$ cat src/hdl/hvc_pkg.sv
`default_nettype none

package hvc_pkg;

    localparam logic [7:0] CHAR_HYPHEN = 8'h2D;
    localparam logic [7:0] CHAR_DOT    = 8'h2E;

    typedef struct packed {
        logic [7:0] name_char;
        logic       end_of_name;
    } t_in_word;

    typedef struct packed {
        logic name_ok;
    } t_out_word;

    // letters, digits and hyphen; the dot is handled on its own
    function automatic logic is_label_byte(input logic [7:0] c);
        return (c inside {[8'h41:8'h5A], [8'h61:8'h7A], [8'h30:8'h39], CHAR_HYPHEN});
    endfunction

endpackage

`default_nettype wire

$ cat src/hdl/hvc_if.sv
`default_nettype none

interface hvc_if #(
    parameter type t_payload = logic
) ();
    logic     valid;
    logic     ready;
    t_payload data;

    modport source (output valid, output data, input ready);
    modport sink   (input valid, input data, output ready);
endinterface

`default_nettype wire

$ cat src/hdl/hvc_in_reg.sv
`default_nettype none

module hvc_in_reg (
    input  wire logic              i_clk,
    input  wire logic              i_rst_n,
    input  wire logic              i_valid,
    output logic                   o_ready,
    input  wire hvc_pkg::t_in_word i_word,
    output logic                   o_valid,
    output hvc_pkg::t_in_word      o_word,
    input  wire logic              i_take
);
    import hvc_pkg::*;

    logic     r_valid;
    t_in_word r_word;

    // refill in the same cycle the held word moves on
    assign o_ready = !r_valid || i_take;
    assign o_valid = r_valid;
    assign o_word  = r_word;

    always_ff @(posedge i_clk) begin
        if (!i_rst_n) begin
            r_valid <= 1'b0;
        end else if (o_ready) begin
            r_valid <= i_valid;
        end
    end

    always_ff @(posedge i_clk) begin
        if (i_valid && o_ready) begin
            r_word <= i_word;
        end
    end
endmodule

`default_nettype wire

$ cat src/hdl/hvc_check.sv
`default_nettype none

module hvc_check #(
    parameter int MAX_NAME_LEN  = 253,
    parameter int MAX_LABEL_LEN = 63
) (
    input  wire logic              i_clk,
    input  wire logic              i_rst_n,
    input  wire logic              i_fire,
    input  wire hvc_pkg::t_in_word i_word,
    output hvc_pkg::t_out_word     o_verdict
);
    import hvc_pkg::*;

    localparam int NW = $clog2(MAX_NAME_LEN + 2);
    localparam int LW = $clog2(MAX_LABEL_LEN + 2);
    localparam logic [NW-1:0] NAME_LIM  = NW'(MAX_NAME_LEN);
    localparam logic [LW-1:0] LABEL_LIM = LW'(MAX_LABEL_LEN);

    logic [NW-1:0] r_name_count, n_name_count;
    logic [LW-1:0] r_label_count, n_label_count;
    logic          r_prev_hyphen, n_prev_hyphen;
    logic          r_name_bad, n_name_bad;

    logic [NW-1:0] name_step;
    logic [LW-1:0] label_step;
    logic          is_hyphen;
    logic          is_dot;
    logic          bad;

    assign is_hyphen = (i_word.name_char == CHAR_HYPHEN);
    assign is_dot    = (i_word.name_char == CHAR_DOT);

    always_comb begin
        bad        = r_name_bad;
        name_step  = (r_name_count <= NAME_LIM) ? r_name_count + NW'(1) : r_name_count;
        label_step = r_label_count;
        if (name_step > NAME_LIM) begin
            bad = 1'b1;
        end
        if (is_dot) begin
            if (r_label_count == '0 || r_prev_hyphen) begin
                bad = 1'b1;
            end
            label_step = '0;
        end else if (!is_label_byte(i_word.name_char)) begin
            bad = 1'b1;
        end else begin
            if (r_label_count == '0 && is_hyphen) begin
                bad = 1'b1;
            end
            if (r_label_count <= LABEL_LIM) begin
                label_step = r_label_count + LW'(1);
            end
            if (label_step > LABEL_LIM) begin
                bad = 1'b1;
            end
        end

        o_verdict.name_ok = !(bad || is_hyphen);

        n_name_count  = r_name_count;
        n_label_count = r_label_count;
        n_prev_hyphen = r_prev_hyphen;
        n_name_bad    = r_name_bad;
        if (i_fire) begin
            if (i_word.end_of_name) begin
                // clear for the next name
                n_name_count  = '0;
                n_label_count = '0;
                n_prev_hyphen = 1'b0;
                n_name_bad    = 1'b0;
            end else begin
                n_name_count  = name_step;
                n_label_count = label_step;
                n_prev_hyphen = is_hyphen;
                n_name_bad    = bad;
            end
        end
    end

    always_ff @(posedge i_clk) begin
        if (!i_rst_n) begin
            r_name_count  <= '0;
            r_label_count <= '0;
            r_prev_hyphen <= 1'b0;
            r_name_bad    <= 1'b0;
        end else begin
            r_name_count  <= n_name_count;
            r_label_count <= n_label_count;
            r_prev_hyphen <= n_prev_hyphen;
            r_name_bad    <= n_name_bad;
        end
    end
endmodule

`default_nettype wire

$ cat src/hdl/hvc_out_reg.sv
`default_nettype none

module hvc_out_reg (
    input  wire logic               i_clk,
    input  wire logic               i_rst_n,
    input  wire logic               i_load,
    input  wire hvc_pkg::t_out_word i_word,
    output logic                    o_free,
    output logic                    o_valid,
    output hvc_pkg::t_out_word      o_word,
    input  wire logic               i_ready
);
    import hvc_pkg::*;

    logic      r_valid;
    t_out_word r_word;

    assign o_free  = !r_valid || i_ready;
    assign o_valid = r_valid;
    assign o_word  = r_word;

    always_ff @(posedge i_clk) begin
        if (!i_rst_n) begin
            r_valid <= 1'b0;
        end else if (o_free) begin
            r_valid <= i_load;
        end
    end

    always_ff @(posedge i_clk) begin
        if (i_load && o_free) begin
            r_word <= i_word;
        end
    end
endmodule

`default_nettype wire

$ cat src/hdl/dns_hostname_validator_core.sv
`default_nettype none

// Streaming host name checker: one byte per word on i_in, end_of_name set on
// the last byte, and one verdict word on o_out (name_ok) for each name. It
// takes one byte every cycle except while a final byte stalls; the per-name
// counters and flags update once per byte, so that loop sets the rate. A
// verdict is loaded into the result register as its final byte leaves the
// input register. i_in.ready drops only while a final byte waits behind a
// verdict that o_out has not yet taken; non-final bytes never wait on o_out.
module dns_hostname_validator_core #(
    parameter int MAX_NAME_LEN  = 253,
    parameter int MAX_LABEL_LEN = 63
) (
    input  wire logic i_clk,
    input  wire logic i_rst_n,
    hvc_if.sink       i_in,
    hvc_if.source     o_out
);
    import hvc_pkg::*;

    logic      held_valid;
    t_in_word  held_word;
    logic      out_free;
    logic      take;
    t_out_word verdict;

    // a final byte advances only when the result register can hold its verdict
    assign take = held_valid && (!held_word.end_of_name || out_free);

    hvc_in_reg u_in_reg (
        .i_clk   (i_clk),
        .i_rst_n (i_rst_n),
        .i_valid (i_in.valid),
        .o_ready (i_in.ready),
        .i_word  (i_in.data),
        .o_valid (held_valid),
        .o_word  (held_word),
        .i_take  (take)
    );

    hvc_check #(
        .MAX_NAME_LEN  (MAX_NAME_LEN),
        .MAX_LABEL_LEN (MAX_LABEL_LEN)
    ) u_check (
        .i_clk     (i_clk),
        .i_rst_n   (i_rst_n),
        .i_fire    (take),
        .i_word    (held_word),
        .o_verdict (verdict)
    );

    hvc_out_reg u_out_reg (
        .i_clk   (i_clk),
        .i_rst_n (i_rst_n),
        .i_load  (take && held_word.end_of_name),
        .i_word  (verdict),
        .o_free  (out_free),
        .o_valid (o_out.valid),
        .o_word  (o_out.data),
        .i_ready (o_out.ready)
    );
endmodule

`default_nettype wire

$ cat src/flat_wrapper.sv
// flat-port wrapper written by rule: the top's interface ports become plain ports
module dns_hostname_validator_core_flat import hvc_pkg::*;
#(
    parameter int MAX_NAME_LEN  = 253,
    parameter int MAX_LABEL_LEN = 63
)
  (i_clk, i_rst_n, i_in_valid, i_in_data, i_in_ready, o_out_valid, o_out_data, o_out_ready);
  hvc_if #(.t_payload(t_in_word)) i_in_i ();
  hvc_if #(.t_payload(t_out_word)) o_out_i ();
  input  wire logic i_clk;
  input  wire logic i_rst_n;
  input wire logic [$bits(i_in_i.valid)-1:0] i_in_valid;
  input wire logic [$bits(i_in_i.data)-1:0] i_in_data;
  output wire logic [$bits(i_in_i.ready)-1:0] i_in_ready;
  output wire logic [$bits(o_out_i.valid)-1:0] o_out_valid;
  output wire logic [$bits(o_out_i.data)-1:0] o_out_data;
  input wire logic [$bits(o_out_i.ready)-1:0] o_out_ready;
  assign i_in_i.valid = i_in_valid;
  assign i_in_i.data = i_in_data;
  assign i_in_ready = i_in_i.ready;
  assign o_out_valid = o_out_i.valid;
  assign o_out_data = o_out_i.data;
  assign o_out_i.ready = o_out_ready;
  dns_hostname_validator_core #(.MAX_NAME_LEN(MAX_NAME_LEN), .MAX_LABEL_LEN(MAX_LABEL_LEN)) u_core (.i_clk(i_clk), .i_rst_n(i_rst_n), .i_in(i_in_i), .o_out(o_out_i));
endmodule
$ cat config.mk
export PLATFORM = sky130hd
export DESIGN_NAME = dns_hostname_validator_core_flat
export DESIGN_NICKNAME = d
export VERILOG_FILES = /design/src/hdl/hvc_pkg.sv /design/src/hdl/hvc_if.sv /design/src/hdl/hvc_in_reg.sv /design/src/hdl/hvc_check.sv /design/src/hdl/hvc_out_reg.sv /design/src/hdl/dns_hostname_validator_core.sv /design/src/flat_wrapper.sv
export SDC_FILE = /design/constraint.sdc
export NUM_CORES = 1
export LEC_CHECK = 0
export ABC_AREA = 1
export BUFFER_PORTS_ARGS = -buffer_cell sky130_fd_sc_hd__buf_4
export CORE_UTILIZATION = 62
export CTS_CLUSTER_SIZE = 40
export DETAILED_ROUTE_END_ITERATION = 7
export GPL_TIMING_DRIVEN = 0
export PLACE_DENSITY = 0.84
export SETUP_SLACK_MARGIN = 0.5
export SKIP_CTS_REPAIR_TIMING = 1
export SKIP_LAST_GASP = 1
export SLEW_MARGIN = 20
export SYNTH_ARGS = -nofsm -noshare
export SYNTH_HDL_FRONTEND = slang
export SYNTH_SLANG_ARGS = --single-unit
$ cat constraint.sdc
create_clock -name i_clk -period 4.65 [get_ports i_clk]
set_input_delay 0.6975 -clock i_clk [delete_from_list [all_inputs] [get_ports i_clk]]
set_output_delay 0.6975 -clock i_clk [all_outputs]
set_load 0.01 [all_outputs]
==> key figures <==
Status
  • Run status: completed

Layout
  • Share of post-route cells with drive strength above 1: 0.163
  • Layout Utilization: 0.741
  • Count of inserted antenna diode cells: 0
  • Layout overhead on the synthesized area: 12.1%
  • Net count reported at finish: 275

Global routing
  • Antenna violations before repair: 0
  • Grt total ovfl: 0
  • First-pass GRT wire length: 4.55 mm
  • Overall Global Routing Usage: 0.224
  • Maximum number of pins on one net before global-route repair: 11
  • Via count of the first global-routing pass: 1134

Route
  • Initial drt markers: 53
  • DRC Markers: 0
  • Routed length per placed instance: 9.99 um
  • Vias/cell: 5.00
  • First drt pass iteration count: 4
  • Via count: 1441
  • Antenna-violating nets left: 0
  • Total wire length after detailed routing: 2.88 mm

Clock network
  • Number of CTS-inserted buffers: 5
  • H-tree Lvls: 2
  • Maximum buffer depth of the clock tree: 2
  • Total number of clock tree sinks: 29
  • Worst-Skew Late Latency: 0.32 ns
  • Clock-pin slew reported for the worst setup and hold paths after clock tree synthesis: 0.10 ns
  • Clock tree root buffer cell: clkbuf_4
  • CTS tree: done

Synthesis
  • Total standard cell area after synthesis: 1650 um^2
  • Most common cell in the netlist: nand2_1
  • Number of synthesized register bits: 29
  • Syn Nets: 253
  • Number of standard cells after synthesis: 235
  • Synth Warn #: 0
  • Mean cell area of the mapped netlist: 7.03 um^2
  • Post-synthesis cell type with the largest combined area: dfxtp_1
  • Async set-reset flop share out of synthesis: 0
  • Most frequent cells after synthesis: nand2_1 (70), nor2_1 (31), inv_1 (29)
  • Fraction of post-synthesis cell area in the top cell type by area: 0.230
  • Number of flops mapped to enable cells by yosys: 10
  • Proportion of synthesized chip area in sequential cells: 0.412
  • Ys flop type: dfxtp_1
  • Distinct cell type count of the synthesized netlist: 26
  • Top cells by area in the synthesized netlist: dfxtp_1 (23%), edfxtp_1 (18%), nand2_1 (16%), nor2_1 (7.0%), inv_1 (6.6%)

Critical path
  • CP Launch Point: o_out_ready
  • Worst endpoint data arrival time: 1.30 ns
  • R2R Path Start: u_core.u_check.r_name_count[0]$_SDFFE_PN0P_
  • Maximum fanout along the worst path: 3
  • Path depth of the worst reg2reg path: 12
  • Worst path required time: 3.95 ns
  • FF-to-FF setup slack: 2.82 ns
  • Capture instance of the worst register-to-register path: u_core.u_out_reg.o_word$_DFFE_PP_
  • Startpoint kind of the worst setup timing path: primary input
  • Critical path class: primary input to output pin
  • Critical Path End Type: output pin

Power and ir drop
  • Switching power summed over all nets: 122 uW
  • Internal portion of total power: 346 uW
  • Proportion of power drawn by the clock network: 0.298
  • Maximum VDD drop: 0.211 mV
  • Register share of total power: 0.593
  • Part of the total power dissipated in combinational logic: 0.109
  • Share of total power consumed by net switching: 0.260
  • Pleak: 0.000800 uW
  • Power per cell area: 253 nW/um^2

STA
  • Final WS setup: 2.66 ns
  • Relative slew slack: 0.671
  • Actual slew at the worst max-slew pin: 0.493 ns
  • Final critical-path required period: 1.99 ns
  • Final setup vio count: 0
  • Fmax: 502 MHz
  • Final-layout setup total negative slack: 0 ns
  • RSZ-0062 raised after global routing: no
  • Worst setup skew after layout: 0.0166 ns
  • Period Utilization, post-route: 0.429
  • Final hold violation count: 0
  • Number of pins with negative max-slew slack in the final report: 0

Worst hold path
  • Path category of the worst min-delay check: flop to flop
  • Hold Path Cell Cnt: 2
  • End of the worst hold path: u_core.u_check.r_prev_hyphen$_SDFFE_PN0P_
  • Hold path startpoint: u_core.u_check.r_prev_hyphen$_SDFFE_PN0P_

Placed design
  • Routability-driven placement congestion ratio: 0.766
  • Half-perimeter wire length after detailed placement: 2.16 mm
  • Number of port buffers: 15
  • Worst slack, placed: 2.66 ns

Die
  • Die outline width: 53.6 um
  • Starting utilization of the core area: 0.661
  • Row count: 18
  • Floorplan die area: 2870 um^2
  • Std-Cell Core Area: 2500 um^2
  • IO Count: 16
  • Die span in y: 53.6 um

Run
  • Max capacitance violation total: 0
## per-layer routing
layer	GRT usage	wire [um]
met5	0	0
met4	0.0965	35
met3	0.0537	125
met2	0.317	1240
met1	0.323	1480
## how the worst max path moves through the flow
stage	slack (ns)	cells after the start	end
finish	2.66	4	i_in_ready
floorplan	2.96	2	i_in_ready
detailed placement	2.66	4	i_in_ready
global route	2.57	4	i_in_ready
global placement	2.67	4	i_in_ready
CTS	2.65	4	i_in_ready
## critical path: stages
cell and delay [ns]:
buf_4 0.11, nor2_1 0.18, nand3_1 0.14, buf_4 0.17
## cell type report
| type | instances | area, um^2 |
|---|---|---|
| tap | 30 | 37.5 |
| timing repair buffer | 15 | 113 |
| multi-input combinational | 170 | 826 |
| fill | 204 | 648 |
| clock buffer | 5 | 37.5 |
| sequential | 29 | 681 |
| buffer | 4 | 22.5 |
| inverter | 32 | 123 |
| clock inverter | 3 | 12.5 |
## layout by cell type, fill, tap and decap left out, types with 5 or more instances in the layout
cell type	synthesis	routed
nand2_1	70	70
dfxtp_1	19	19
buf_4	2	17
o21ai_0	5	5
edfxtp_1	10	10
ha_1	5	5
nor2_1	31	31
a21oi_1	15	15
o21ai_1	5	5
nand3_1	18	18
clkbuf_4	0	5
inv_1	29	29
## power by group through the flow
stage / clock network [uW] / registers (uW) / logic, uW
after global placement: 0 / 283 / 49.9
final: 139 / 278 / 51.0
after CTS: 140 / 278 / 51.0
after global routing: 149 / 279 / 57.2
after floorplan: 0 / 282 / 34.3
after detailed placement: 0 / 283 / 50.5
## flip-flops by register name (all words and copies together), names as in the netlist
signal	flops
u_core.u_in_reg.o_word	9
u_core.u_out_reg.o_word	1
u_core.u_check.r_name_bad	1
u_core.u_out_reg.o_valid	1
u_core.u_check.r_label_count	7
u_core.u_check.r_name_count	8
u_core.u_check.r_prev_hyphen	1
u_core.u_in_reg.o_valid	1
## through the flow
step	area, um^2	hold WS (ns)	cells	power (uW)
3_5_place_dp	1800	0.473	280	334
5_1_grt	1850	0.525	288	486
3_3_place_gp	1800	0.459	280	333
2_1_floorplan	1650	0.445	235	317
6_report	1850	0.484	288	468
4_1_cts	1850	0.487	288	469
## cells by family after synthesis
| group | Yosys count | share of synthesized area |
|---|---|---|
| XOR/XNOR | 1 | 0.00530 |
| adder cells (fa/ha/maj) | 5 | 0.0379 |
| AND/OR/NAND/NOR | 136 | 0.367 |
| buffers and inverters | 36 | 0.0879 |
| flip-flops | 29 | 0.412 |
| AO/OA/AOI/OAI | 28 | 0.0901 |
(Power assumes the default switching activity.)
